[config.mk]
export PLATFORM = sky130hd
export DESIGN_NAME = ogbu_sat_alu
export DESIGN_NICKNAME = d
export VERILOG_FILES = /design/src/hdl/occupancy_grid_beam_update_unit_defines.svh /design/src/hdl/ogbu_pkg.sv /design/src/hdl/ogbu_sat_alu.sv
export SDC_FILE = /design/constraint.sdc
export NUM_CORES = 1
export LEC_CHECK = 0
export ABC_AREA = 1
export BUFFER_PORTS_ARGS = -buffer_cell sky130_fd_sc_hd__clkbuf_2
export CORE_MARGIN = 2
export CORE_UTILIZATION = 55
export DETAILED_ROUTE_END_ITERATION = 10
export PLACE_DENSITY_LB_ADDON = 0.2
export RECOVER_POWER = 100
export SETUP_SLACK_MARGIN = 0.3
export SLEW_MARGIN = 0
export SYNTH_ARGS = -nofsm -noshare
export SYNTH_HDL_FRONTEND = slang
export SYNTH_SLANG_ARGS = --single-unit
[constraint.sdc]
create_clock -name vclk -period 6.5
set_clock_uncertainty 0.15 [all_clocks]
set_input_delay 1.3 -clock vclk [all_inputs]
set_output_delay 1.3 -clock vclk [all_outputs]
set_load 0.02 [all_outputs]
[src/hdl/occupancy_grid_beam_update_unit_defines.svh]
// Assertion macros shared by the occupancy grid beam update RTL.
`ifndef OCCUPANCY_GRID_BEAM_UPDATE_UNIT_DEFINES_SVH
`define OCCUPANCY_GRID_BEAM_UPDATE_UNIT_DEFINES_SVH

// Same-cycle implication, checked on clock, quiet during reset.
`define OGBU_ASSERT_NOW(label, ante, cons, msg) \
   label: assert property (@(posedge clock) disable iff (reset) (ante) |-> (cons)) \
      else $error(msg);

// Next-cycle implication, checked on clock, quiet during reset.
`define OGBU_ASSERT_NEXT(label, ante, cons, msg) \
   label: assert property (@(posedge clock) disable iff (reset) (ante) |=> (cons)) \
      else $error(msg);

`endif

[src/hdl/ogbu_pkg.sv]
// Package: types, codes, reset values and helpers of the occupancy grid beam update.
package ogbu_pkg;

   localparam int DEF_GRID_WIDTH  = 32;
   localparam int DEF_GRID_HEIGHT = 32;

   // Signed coordinate width: covers grids up to 256 plus beam overshoot.
   localparam int CW = 10;

   // Transaction opcodes
   localparam logic OP_OBSERVE = 1'b0;
   localparam logic OP_QUERY   = 1'b1;

   // Cell classes
   localparam logic [1:0] CLASS_UNKNOWN  = 2'd0;
   localparam logic [1:0] CLASS_FREE     = 2'd1;
   localparam logic [1:0] CLASS_OCCUPIED = 2'd2;

   // Directions
   localparam logic [1:0] DIR_UP    = 2'd0;
   localparam logic [1:0] DIR_RIGHT = 2'd1;
   localparam logic [1:0] DIR_DOWN  = 2'd2;
   localparam logic [1:0] DIR_LEFT  = 2'd3;

   // Beams in processing order
   localparam logic [1:0] BEAM_LEFT   = 2'd0;
   localparam logic [1:0] BEAM_CENTER = 2'd1;
   localparam logic [1:0] BEAM_RIGHT  = 2'd2;

   // CSR indexes
   localparam logic [2:0] REG_POSE_STEP      = 3'd0;
   localparam logic [2:0] REG_FREE_STEP      = 3'd1;
   localparam logic [2:0] REG_HIT_STEP       = 3'd2;
   localparam logic [2:0] REG_BELIEF_LIMIT   = 3'd3;
   localparam logic [2:0] REG_OCCUPIED_LEVEL = 3'd4;
   localparam logic [2:0] REG_FREE_LEVEL     = 3'd5;
   localparam logic [2:0] REG_MAX_BEAM_CELLS = 3'd6;

   // CSR reset values
   localparam logic [3:0]        RST_POSE_STEP      = 4'd4;
   localparam logic [3:0]        RST_FREE_STEP      = 4'd1;
   localparam logic [3:0]        RST_HIT_STEP       = 4'd3;
   localparam logic [3:0]        RST_BELIEF_LIMIT   = 4'd8;
   localparam logic [3:0]        RST_OCCUPIED_LEVEL = 4'd2;
   localparam logic signed [4:0] RST_FREE_LEVEL     = -5'sd2;
   localparam logic [3:0]        RST_MAX_BEAM_CELLS = 4'd8;

   typedef enum logic [2:0] {
      ST_CLEAR,
      ST_IDLE,
      ST_READ,
      ST_WRITE,
      ST_QREAD,
      ST_QRESP
   } seq_state_type;

   // Free cells of a beam: Q4.4 rounded half up, capped.
   function automatic logic [3:0] beam_cells(input logic [7:0] reading,
                                             input logic [3:0] max_cells);
      logic [8:0] rounded;
      logic [4:0] cells;
      rounded = {1'b0, reading} + 9'd8;
      cells   = rounded[8:4];
      if (cells > {1'b0, max_cells}) begin
         return max_cells;
      end
      return cells[3:0];
   endfunction

   // Direction of a beam relative to the heading.
   function automatic logic [1:0] beam_dir(input logic [1:0] heading,
                                           input logic [1:0] beam);
      logic [1:0] offset;
      case (beam)
         BEAM_LEFT:  offset = 2'd3;
         BEAM_RIGHT: offset = 2'd1;
         default:    offset = 2'd0;
      endcase
      return heading + offset;
   endfunction

   function automatic logic signed [CW-1:0] dir_dx(input logic [1:0] dir);
      case (dir)
         DIR_RIGHT: return CW'(1);
         DIR_LEFT:  return -CW'(1);
         default:   return '0;
      endcase
   endfunction

   function automatic logic signed [CW-1:0] dir_dy(input logic [1:0] dir);
      case (dir)
         DIR_DOWN: return CW'(1);
         DIR_UP:   return -CW'(1);
         default:  return '0;
      endcase
   endfunction

endpackage

[src/hdl/ogbu_sat_alu.sv]
// Shared saturating add and classifier for one belief counter.
module ogbu_sat_alu
   import ogbu_pkg::*;
(
   input  logic signed [4:0] operand,
   input  logic signed [4:0] amount,
   input  logic [3:0]        limit,
   input  logic [3:0]        occupied_level,
   input  logic signed [4:0] free_level,
   output logic signed [4:0] result,
   output logic [1:0]        cell_class
);

   logic signed [5:0] sum;
   logic signed [5:0] lim_pos;
   logic signed [5:0] lim_neg;
   logic signed [5:0] occ_level;
   logic signed [5:0] operand_ext;
   logic signed [5:0] free_ext;

   assign operand_ext = {operand[4], operand};
   assign sum         = operand_ext + {amount[4], amount};
   assign lim_pos     = signed'({2'b00, limit});
   assign lim_neg     = -lim_pos;
   assign occ_level   = signed'({2'b00, occupied_level});
   assign free_ext    = {free_level[4], free_level};

   always_comb begin
      if (sum > lim_pos) begin
         result = lim_pos[4:0];
      end else if (sum < lim_neg) begin
         result = lim_neg[4:0];
      end else begin
         result = sum[4:0];
      end
   end

   // occupied is tested first
   always_comb begin
      if (operand_ext >= occ_level) begin
         cell_class = CLASS_OCCUPIED;
      end else if (operand_ext <= free_ext) begin
         cell_class = CLASS_FREE;
      end else begin
         cell_class = CLASS_UNKNOWN;
      end
   end

endmodule

======== Word-level counts from Yosys, hierarchy flattened ========
Index checks and enable logic that the tools add are counted.
storage, ports and cells
  input bits .............................. 23
  output and inout port bits .............. 7
  logic and storage cells ................. 10
  register bits after elaboration ......... 0
cells by class
  $add $sub $neg .......................... 2
  multiplexer cells ....................... 4
  $lt $le $gt $ge ......................... 4
operators with widths
  cell                                           count
  5-bit 2-to-1 mux                               2
  5-bit by 5-bit adder with 6-bit output         1
  6-bit by 5-bit > comparator with 1-bit output  1
  6-bit < comparator                             1
  4-bit negation with 6-bit output               1
  5-bit >= comparator                            1
  5-bit less-or-equal comparator                 1
  2-bit 2-to-1 mux                               1
  1-bit 2-to-1 mux                               1

======== Longest topological paths before layout ========
Gate-level depths: netlist (run 1).
  depth in word-level cells ............... 4
  gate-level depth with buffers ........... 16
  mapped depth without buffers ............ 16

======== Worst setup path after synthesis (run 1) ========
OpenSTA, ideal clock, no wires.
  kind .................................... in2out
  start ................................... input operand[0]
  end ..................................... output result[4]
  setup slack ............................. 1.871 ns
  buffers on the path ..................... 0
  arrival ................................. 3.179 ns
  stages .................................. 11
  data required time ...................... 5.050 ns
  path through ............................ ha_1 fa_1 xor2_1 ha_1 nand2_1 o21ai_0 nand2_1 nand2_1 nand2_2 clkinv_1 nor2_1
between the ends
  cells in the longest elaborated chain, start to end .. 4
  elaborated cells on any way between the ends .. 5
  those cells by class .................... 1 x add/sub; 2 x order compare; 2 x mux
RTL lines
  element                                     line                text
  start: declaration                          ogbu_sat_alu.sv:5   input logic signed [4:0] operand,
  5-bit by 5-bit adder with 6-bit output (*)  ogbu_sat_alu.sv:22  assign sum = operand_ext + {amount[4], amount};
  6-bit < comparator                          ogbu_sat_alu.sv:31  end else if (sum < lim_neg) begin
  5-bit 2-to-1 mux                            ogbu_sat_alu.sv:31
  5-bit 2-to-1 mux (*)                        ogbu_sat_alu.sv:29  if (sum > lim_pos) begin
  end: declaration                            ogbu_sat_alu.sv:10  output logic signed [4:0] result,
Mark *: on every way between the ends. The rest lies on a longest branch, timed or not.

======== Final worst setup path (run 1) ========
Ends and elaborated chain as after synthesis.

==> flow_metrics.env, run 1 <==
export IMPL_relSlewSlack_pct=78.8
export IMPL_start_util_pct=58.0
export IMPL_grt_ovfl_total=0
export IMPL_min_delay_path_class="primary input to primary output"
export IMPL_clock_buffers=0
export IMPL_grt_setup_unrepaired="false"
export IMPL_layout_drive_gt1_share_pct=22.9
export IMPL_non_filler_cells_in_the_finished_layout=186
export IMPL_cap_viol_max_count=0
export IMPL_p_per_area_mw_per_mm2=122
export IMPL_drc=0
export IMPL_synthesis_nets=187
export IMPL_synthDominantAreaCellType="sky130_fd_sc_hd__ha_1"
export IMPL_vias=933
export IMPL_cts_hold_fix_buffers=0
export IMPL_die_y_um=43.4
export IMPL_timing_critical_path_to_type="primary output"
export IMPL_timing_critical_path_from_type="primary input"
export IMPL_design_die_area_mm2=0.00188
export IMPL_yosysTopAreaCellShare_pct=33.7
export IMPL_place_inst=186
export IMPL_netlist_top_cells_area="sky130_fd_sc_hd__ha_1, sky130_fd_sc_hd__nand2_1, sky130_fd_sc_hd__inv_1"
export IMPL_maxSlewViolCount=0
export IMPL_p_total_w=0.000124
export IMPL_fin_ws_ps=1420
export IMPL_max_freq_mhz=197
export IMPL_grt_first_pass_wirelength_um=3070
export IMPL_wirelength_um=1830
export IMPL_chipWidth_um=43.4
export IMPL_pre_cts_slack_ps=1580
export IMPL_post_cts_resized=0
export IMPL_netlist_instances=140
export IMPL_core_rowCount=14
export IMPL_detailedRoute_firstIterationViolations=24
export IMPL_initial_antenna_violation_count=0
export IMPL_gpl_final_weighted_congestion=0.894
export IMPL_power_leakage_nw=0.658
export IMPL_place_port_buffers=30
export IMPL_critical_path_class="primary input to primary output"
export IMPL_max_slew_worst_pin_slew_ps=317
export IMPL_drt_wirelength_per_cell_um=9.81
export IMPL_fin_tns_setup_ps=0
export IMPL_cp_max_fo=6
export IMPL_detailedRoute_firstPassIterationCount=5
export IMPL_whs_ps=2780
export IMPL_final_setup_viol_count=0
export IMPL_run_status="finished, final reports clean"
export IMPL_globalRouteTotalUtil_pct=19.8
export IMPL_min_period_over_period_pct=78.2
export IMPL_synth_yosys_warnings=0
export IMPL_vias_per_cell=5.02
export IMPL_pin_count_of_the_biggest_net_entering_global_routing=8
export IMPL_antenna_cells_inserted=0
export IMPL_netlist_area_um2=853
export IMPL_count_of_boundary_i_o_pins=30
export IMPL_final_nets=219
export IMPL_post_synth_cell_area_avg_um2=6.10
export IMPL_most_common_layout_cells="sky130_fd_sc_hd__nand2_1, sky130_fd_sc_hd__inv_1, sky130_fd_sc_hd__clkbuf_2, sky130_fd_sc_hd__ha_1, sky130_fd_sc_hd__nand3_1"
export IMPL_hold_viol=0
export IMPL_critPathArrivalTime_ps=3630
export IMPL_worstPathRequired_ps=5050
export IMPL_area_sequential_um2=0
export IMPL_period_minus_slack_ps=5080
export IMPL_synth_distinct_cells=20
export IMPL_grt_pass1_vias=795
export IMPL_synthToLayoutAreaGrowth_pct=18.8
export IMPL_cts_repair_timing_setup_buffer_count=0
export IMPL_drtAntennaViolNets=0
export IMPL_vdd_ir_drop_worst_mv=0.0771
export IMPL_layout_commonest_cell="sky130_fd_sc_hd__nand2_1"
export IMPL_n_fill_cell=153
export IMPL_synth_seq_area_share_pct=0
export IMPL_place_detailed_hpwl_um=1670
export IMPL_coreArea_mm2=0.00147
export IMPL_nFlopsAndLatches=0
final cells by class:
class	instances	area, µm²	area share, %
tap	16	20.0	1.98
timing repair buffer	30	143	14.1
multi-input combinational	107	727	71.7
inverter	33	124	12.2
stage by stage:
stage	utilization [%]	instance area, µm²
2_1_floorplan	-	853
3_3_place_gp	69.6	1020
3_5_place_dp	69.6	1020
4_1_cts	69.6	1020
5_1_grt	68.9	1010
6_report	68.9	1010
synthesized netlist by cell type:
library cell and count:
sky130_fd_sc_hd__nand2_1 33, sky130_fd_sc_hd__inv_1 26, sky130_fd_sc_hd__ha_1 23, sky130_fd_sc_hd__nand3_1 14
sky130_fd_sc_hd__nor2_1 7, sky130_fd_sc_hd__inv_2 6, sky130_fd_sc_hd__a21oi_1 5, sky130_fd_sc_hd__nand2_2 4
sky130_fd_sc_hd__nand3_2 3, sky130_fd_sc_hd__nand4_1 3, sky130_fd_sc_hd__o21ai_1 3, sky130_fd_sc_hd__xor2_1 3
sky130_fd_sc_hd__nand2_4 2, sky130_fd_sc_hd__o21ai_0 2, sky130_fd_sc_hd__a21boi_1 1, sky130_fd_sc_hd__a21oi_2 1
sky130_fd_sc_hd__clkinv_1 1, sky130_fd_sc_hd__fa_1 1, sky130_fd_sc_hd__nor3_1 1, sky130_fd_sc_hd__o21a_1 1
worst paths after layout:
check	start	endpoint	slack, ps	cells after the start
max	operand[0]	result[4]	1420	13
min	operand[4]	cell_class[1]	2780	3
cells by family after synthesis:
kind of cell | synth area share, %
AO/OA/AOI/OAI | 8.65
XOR/XNOR | 3.08
adder cells (fa/ha/maj) | 36.1
buffers and inverters | 14.5
AND/OR/NAND/NOR | 37.7
worst max-delay path: stages:
cell and delay (ps):
sky130_fd_sc_hd__clkbuf_2 90, sky130_fd_sc_hd__ha_1 220, sky130_fd_sc_hd__fa_1 430, sky130_fd_sc_hd__xor2_1 330, sky130_fd_sc_hd__ha_1 320, sky130_fd_sc_hd__nand2_1 80
sky130_fd_sc_hd__o21ai_0 80, sky130_fd_sc_hd__nand2_1 70, sky130_fd_sc_hd__nand2_1 50, sky130_fd_sc_hd__nand2_1 160, sky130_fd_sc_hd__clkinv_1 160, sky130_fd_sc_hd__nor2_1 120
sky130_fd_sc_hd__clkbuf_1 230
where the power goes:
part	switching (W)	internal [W]
sequential	0	0
combinational	0.0000783	0.0000456
clock	0	0
total	0.0000783	0.0000456
layer usage:
metal | global-route usage, % | vias to the layer above | routed length, µm
li1 | - | 512 | -
met2 | 34.3 | 21 | 841
met5 | 0 | - | 0
met4 | 0 | 0 | 0
met3 | 0 | 0 | 76
met1 | 29.5 | 400 | 907
Power figures use the tool's default switching activity.
==> inputs of run 2 (changes only) <==
--- a/config.mk
+++ b/config.mk
@@ -8,7 +8,7 @@
 export ABC_AREA = 1
 export BUFFER_PORTS_ARGS = -buffer_cell sky130_fd_sc_hd__clkbuf_2
 export CORE_MARGIN = 2
-export CORE_UTILIZATION = 55
+export CORE_UTILIZATION = 54
 export DETAILED_ROUTE_END_ITERATION = 10
 export PLACE_DENSITY_LB_ADDON = 0.2
 export RECOVER_POWER = 100
==> constraint.sdc (replaced) <==
create_clock -name vclk -period 5
set_clock_uncertainty 0.15 [all_clocks]
set_input_delay 1 -clock vclk [all_inputs]
set_output_delay 1 -clock vclk [all_outputs]
set_load 0.02 [all_outputs]
==> run 2 against run 1 <==
  * Critical path depth unchanged
  * Non-clock buffer count unchanged
  * Wire length is 1.1% lower
  * Combinational power increased by 29%
  * Hold slack got worse by 600 ps
  * Power rose by 29%
  * First-iteration DRC count is 29% lower
  * Via count increased by 1.1%
  * Utilization shrank 0.81 points
  * Global-route usage increased by 0.68 points
  * Largest power group unchanged
  * Highest routed layer unchanged
==> flow_metrics.env, run 2 (same netlist as run 1, synthesis figures left out) <==
export IMPL_design_die_area_mm2=0.00191
export IMPL_final_setup_viol_count=0
export IMPL_initial_antenna_violation_count=0
export IMPL_period_minus_slack_ps=4410
export IMPL_highest_routing_layer_actually_used="met3"
export IMPL_worstPathRequired_ps=3850
export IMPL_grt_first_pass_wirelength_um=3190
export IMPL_p_per_area_mw_per_mm2=158
export IMPL_place_port_buffers=30
export IMPL_layout_commonest_cell="sky130_fd_sc_hd__nand2_1"
export IMPL_wl_met2_um=827
export IMPL_whs_path_depth=3
export IMPL_wl_met1_um=917
export IMPL_run_status="finished, final reports clean"
export IMPL_critical_path_class="primary input to primary output"
export IMPL_p_total_w=0.000160
export IMPL_gpl_final_weighted_congestion=0.875
export IMPL_layout_drive_gt1_share_pct=22.9
export IMPL_relSlewSlack_pct=80.0
export IMPL_fin_tns_setup_ps=0
export IMPL_vias=943
export IMPL_max_slew_worst_pin_slew_ps=300
export IMPL_final_area_mm2=0.00101
export IMPL_core_rowCount=14
export IMPL_globalRouteTotalUtil_pct=20.5
export IMPL_nFlopsAndLatches=0
export IMPL_detailedRoute_firstPassIterationCount=4
export IMPL_endpoint_of_the_worst_hold_path="cell_class[1]"
export IMPL_hold_path_startpoint="operand[4]"
export IMPL_antenna_cells_inserted=0
export IMPL_detailedRoute_firstIterationViolations=17
export IMPL_vdd_ir_drop_worst_mv=0.101
export IMPL_grt_ovfl_total=0
export IMPL_hold_viol=0
export IMPL_power_leakage_nw=0.658
export IMPL_non_filler_cells_in_the_finished_layout=186
export IMPL_critPathArrivalTime_ps=3260
export IMPL_drt_wirelength_per_cell_um=9.70
export IMPL_wirelength_um=1810
export IMPL_maxSlewViolCount=0
export IMPL_n_fill_cell=142
export IMPL_most_common_layout_cells="sky130_fd_sc_hd__nand2_1, sky130_fd_sc_hd__inv_1, sky130_fd_sc_hd__clkbuf_2, sky130_fd_sc_hd__ha_1, sky130_fd_sc_hd__nand3_1"
export IMPL_final_nets=219
export IMPL_chipWidth_um=43.8
export IMPL_coreArea_mm2=0.00149
export IMPL_cap_viol_max_count=0
export IMPL_pre_cts_slack_ps=727
export IMPL_cts_hold_fix_buffers=0
export IMPL_min_delay_path_class="primary input to primary output"
export IMPL_cp_max_fo=6
export IMPL_synthToLayoutAreaGrowth_pct=18.8
export IMPL_vias_per_cell=5.07
export IMPL_drc=0
export IMPL_min_period_over_period_pct=88.2
export IMPL_timing_critical_path_from_type="primary input"
export IMPL_cts_repair_timing_setup_buffer_count=0
export IMPL_grt_pass1_vias=795
export IMPL_pin_count_of_the_biggest_net_entering_global_routing=8
export IMPL_start_util_pct=57.3
export IMPL_place_inst=186
export IMPL_place_detailed_hpwl_um=1650
export IMPL_drtAntennaViolNets=0
export IMPL_die_y_um=43.8
export IMPL_grt_setup_unrepaired="false"
export IMPL_timing_critical_path_to_type="primary output"
export IMPL_count_of_boundary_i_o_pins=30
export IMPL_fin_ws_ps=592
export IMPL_post_cts_resized=0
export IMPL_placed_area_mm2=0.00102
export IMPL_area_sequential_um2=0
export IMPL_met3WireLength_um=60
export IMPL_max_freq_mhz=227
export IMPL_clock_buffers=0
## run 2: cell counts in the layout (fill, tap and decap cells not counted)
Identical to the previous run, type by type.
## run 2: routing by layer
layer	vias up	track usage, %
met5	-	0
met4	0	0
met3	0	0.417
met2	16	33.5
met1	413	31.7
li1	514	-
## run 2: final cells by class
cell class / count / area, µm² / share of cell area [%]
Inverter: 33 / 124 / 12.2
Tap cell: 16 / 20.0 / 1.98
Timing Repair Buffer: 30 / 143 / 14.1
Multi-Input combinational cell: 107 / 727 / 71.7
## run 2: per-stage QoR
stage	hold slack, ps	util, %
finish	2180	68.1
global route	2200	68.1
CTS	2170	68.7
detailed placement	2170	68.7
global placement	2170	68.7
floorplan	1930	-
## run 2: worst max-delay path, stage by stage
cell and delay [ps]:
sky130_fd_sc_hd__clkbuf_2 90, sky130_fd_sc_hd__ha_1 220, sky130_fd_sc_hd__fa_1 420, sky130_fd_sc_hd__xor2_1 300
sky130_fd_sc_hd__ha_1 300, sky130_fd_sc_hd__nand2_1 70, sky130_fd_sc_hd__o21ai_0 80, sky130_fd_sc_hd__nand2_1 60
sky130_fd_sc_hd__nand2_1 40, sky130_fd_sc_hd__nand2_1 160, sky130_fd_sc_hd__clkinv_1 160, sky130_fd_sc_hd__nor2_1 120
sky130_fd_sc_hd__clkbuf_1 230
## run 2: worst max path at each step
stage / start / to / slack (ps)
after floorplan: operand[0] / result[4] / 970
after global placement: operand[0] / result[4] / 780
after detailed placement: operand[0] / result[4] / 730
after CTS: operand[0] / result[4] / 730
after global routing: operand[0] / result[4] / 350
final: operand[0] / result[4] / 590
## run 2: power by group
part | switching (W) | internal [W]
Clock | 0 | 0
Sequential | 0 | 0
Combinational | 0.000101 | 0.0000593
==> inputs of run 3 (changes only) <==
--- a/config.mk
+++ b/config.mk
@@ -5,14 +5,13 @@
 export SDC_FILE = /design/constraint.sdc
 export NUM_CORES = 1
 export LEC_CHECK = 0
-export ABC_AREA = 1
 export BUFFER_PORTS_ARGS = -buffer_cell sky130_fd_sc_hd__clkbuf_2
 export CORE_MARGIN = 2
-export CORE_UTILIZATION = 54
+export CORE_UTILIZATION = 55
 export DETAILED_ROUTE_END_ITERATION = 10
 export PLACE_DENSITY_LB_ADDON = 0.2
 export RECOVER_POWER = 100
-export SETUP_SLACK_MARGIN = 0.3
+export SETUP_SLACK_MARGIN = 0.15
 export SLEW_MARGIN = 0
 export SYNTH_ARGS = -nofsm -noshare
 export SYNTH_HDL_FRONTEND = slang
==> constraint.sdc (replaced) <==
create_clock -name vclk -period 5.49
set_clock_uncertainty 0.15 [all_clocks]
set_input_delay 1.098 -clock vclk [all_inputs]
set_output_delay 1.098 -clock vclk [all_outputs]
set_load 0.02 [all_outputs]
==> run 3 against run 2 <==
  * Worst setup slack worse by 46 ps
  * Hold slack better by 190 ps
  * First-iteration DRC count is 59% lower
  * Die area is 10% lower
  * Global-route usage is 4.1 points lower
  * Cell area is 9.3% lower
  * Critical path type unchanged
  * Critical endpoint is now result[3]
==> flow_metrics.env, run 3 <==
export IMPL_power_leakage_nw=0.536
export IMPL_design_die_area_mm2=0.00171
export IMPL_gpl_final_weighted_congestion=0.779
export IMPL_netlist_top_cells_area="sky130_fd_sc_hd__ha_1, sky130_fd_sc_hd__inv_1, sky130_fd_sc_hd__mux2i_1"
export IMPL_most_common_layout_cells="sky130_fd_sc_hd__clkbuf_2, sky130_fd_sc_hd__ha_1, sky130_fd_sc_hd__inv_1, sky130_fd_sc_hd__nor2_1"
export IMPL_synth_yosys_warnings=0
export IMPL_nFlopsAndLatches=0
export IMPL_p_per_area_mw_per_mm2=162
export IMPL_int_power_w=0.0000612
export IMPL_core_rowCount=13
export IMPL_cap_viol_max_count=0
export IMPL_power_sequential_fraction_pct=0
export IMPL_multi_input_comb_area_um2=694
export IMPL_grt_first_pass_wirelength_um=2440
export IMPL_relSlewSlack_pct=74.4
export IMPL_initial_antenna_violation_count=0
export IMPL_layout_drive_gt1_share_pct=21.5
export IMPL_coreArea_mm2=0.00130
export IMPL_place_detailed_hpwl_um=1380
export IMPL_drc=0
export IMPL_timing_critical_path_from_type="primary input"
export IMPL_synth_compound_gate_area_share_pct=24.2
export IMPL_timing_critical_path_to_type="primary output"
export IMPL_detailedRoute_firstIterationViolations=7
export IMPL_wirelength_um=1470
export IMPL_antenna_cells_inserted=0
export IMPL_critical_path_source="operand[0]"
export IMPL_synth_seq_area_share_pct=0
export IMPL_vdd_ir_drop_worst_mv=0.0767
export IMPL_main_combinational_cell_family_by_area_after_synthesis="adder cells"
export IMPL_place_port_buffers=30
export IMPL_die_y_um=41.4
export IMPL_synth_adder_area_share_pct=40.0
export IMPL_grt_setup_unrepaired="false"
export IMPL_n_fill_cell=123
export IMPL_final_setup_viol_count=0
export IMPL_run_status="finished, final reports clean"
export IMPL_detailedRoute_firstPassIterationCount=4
export IMPL_synth_area_in_xor_xnor_pct=5.69
export IMPL_drt_wirelength_per_cell_um=10.1
export IMPL_critical_path_endpoint="result[3]"
export IMPL_post_cts_resized=0
export IMPL_worstPathRequired_ps=4240
export IMPL_max_slew_worst_pin_slew_ps=381
export IMPL_placed_area_um2=927
export IMPL_critPathArrivalTime_ps=3700
export IMPL_netlist_area_um2=769
export IMPL_fin_tns_setup_ps=0
export IMPL_grt_pass1_vias=683
export IMPL_yosysTopAreaCellShare_pct=37.4
export IMPL_maxSlewViolCount=0
export IMPL_count_of_boundary_i_o_pins=30
export IMPL_chipWidth_um=41.4
export IMPL_synthMuxAreaShare_pct=5.20
export IMPL_pin_count_of_the_biggest_net_entering_global_routing=9
export IMPL_min_period_over_period_pct=90.1
export IMPL_max_freq_mhz=202
export IMPL_final_nets=179
export IMPL_synthesis_nets=148
export IMPL_clock_buffers=0
export IMPL_critical_path_class="primary input to primary output"
export IMPL_grt_ovfl_total=0
export IMPL_vias=780
export IMPL_yosysMostFrequentCell="sky130_fd_sc_hd__ha_1"
export IMPL_power_switching_w=0.0000877
export IMPL_drtAntennaViolNets=0
export IMPL_layout_commonest_cell="sky130_fd_sc_hd__clkbuf_2"
export IMPL_min_delay_path_class="primary input to primary output"
export IMPL_post_synth_cell_area_avg_um2=7.62
export IMPL_swShare_pct=58.9
export IMPL_globalRouteTotalUtil_pct=16.4
export IMPL_p_total_w=0.000149
export IMPL_start_util_pct=59.1
export IMPL_area_sequential_um2=0
export IMPL_vias_per_cell=5.38
export IMPL_ys_top_cells_by_count="sky130_fd_sc_hd__ha_1, sky130_fd_sc_hd__inv_1, sky130_fd_sc_hd__nor2_1, sky130_fd_sc_hd__o21ai_0, sky130_fd_sc_hd__a21oi_1"
export IMPL_clock_power_share_pct=0
export IMPL_cts_repair_timing_setup_buffer_count=0
export IMPL_cts_hold_fix_buffers=0
export IMPL_hold_viol=0
export IMPL_combPwrFrac_pct=100.0
export IMPL_cp_max_fo=8
export IMPL_netlist_instances=101
export IMPL_final_area_um2=920
export IMPL_synthToLayoutAreaGrowth_pct=19.5
export IMPL_period_minus_slack_ps=4940
export IMPL_synthSimpleGateAreaFrac_pct=15.1
export IMPL_synth_distinct_cells=29
export IMPL_synthDominantAreaCellType="sky130_fd_sc_hd__ha_1"
run 3: area by class of cell:
class                      instances  area share [%]
inverter                          17            6.94
multi-input combinational         83            75.5
tap                               15            2.04
timing repair buffer              30            15.5
run 3: critical path: stages:
cell and delay (ps):
sky130_fd_sc_hd__clkbuf_2 90, sky130_fd_sc_hd__ha_1 210, sky130_fd_sc_hd__fa_1 400, sky130_fd_sc_hd__xor2_1 270
sky130_fd_sc_hd__ha_1 290, sky130_fd_sc_hd__and3b_1 170, sky130_fd_sc_hd__o21ai_0 230, sky130_fd_sc_hd__a32oi_1 130
sky130_fd_sc_hd__o21ai_4 280, sky130_fd_sc_hd__a21oi_1 110, sky130_fd_sc_hd__o22ai_1 170, sky130_fd_sc_hd__clkbuf_1 250
run 3: power groups by stage:
stage          clock network (W)  registers (W)  logic (W)
2_1_floorplan                  0              0   0.000116
3_3_place_gp                   0              0   0.000149
3_5_place_dp                   0              0   0.000153
4_1_cts                        0              0   0.000153
5_1_grt                        0              0   0.000165
6_report                       0              0   0.000149
run 3: layer usage:
metal | wire (µm) | vias to the layer above | global-route usage [%]
li1 | - | 422 | -
met1 | 664 | 340 | 18.2
met4 | 0 | 0 | 0
met5 | 0 | - | 0
met2 | 756 | 18 | 35.0
met3 | 49 | 0 | 0.435
run 3: cells by family after synthesis:
group | Yosys count
AO/OA/AOI/OAI | 27
XOR/XNOR | 5
adder cells (fa/ha/maj) | 24
buffers and inverters | 18
multiplexers | 4
AND/OR/NAND/NOR | 23
run 3: worst min-delay path by stage:
| stage | from | end | slack [ps] | depth (start not counted) |
|---|---|---|---|---|
| detailed placement | operand[4] | cell_class[1] | 2360 | 3 |
| global placement | operand[4] | cell_class[1] | 2350 | 3 |
| global route | operand[4] | cell_class[1] | 2400 | 3 |
| finish | operand[4] | cell_class[1] | 2370 | 3 |
| CTS | operand[4] | cell_class[1] | 2360 | 3 |
| floorplan | operand[4] | cell_class[1] | 2130 | 1 |
run 3: through the flow:
| stage | setup slack (ps) | util [%] | hold WS, ps | cells |
|---|---|---|---|---|
| after floorplan | 782 | - | 2130 | 101 |
| after global placement | 675 | 71.3 | 2350 | 145 |
| after detailed placement | 581 | 71.3 | 2360 | 145 |
| after CTS | 579 | 71.3 | 2360 | 145 |
| after global routing | 350 | 70.7 | 2400 | 145 |
| final | 546 | 70.7 | 2370 | 145 |
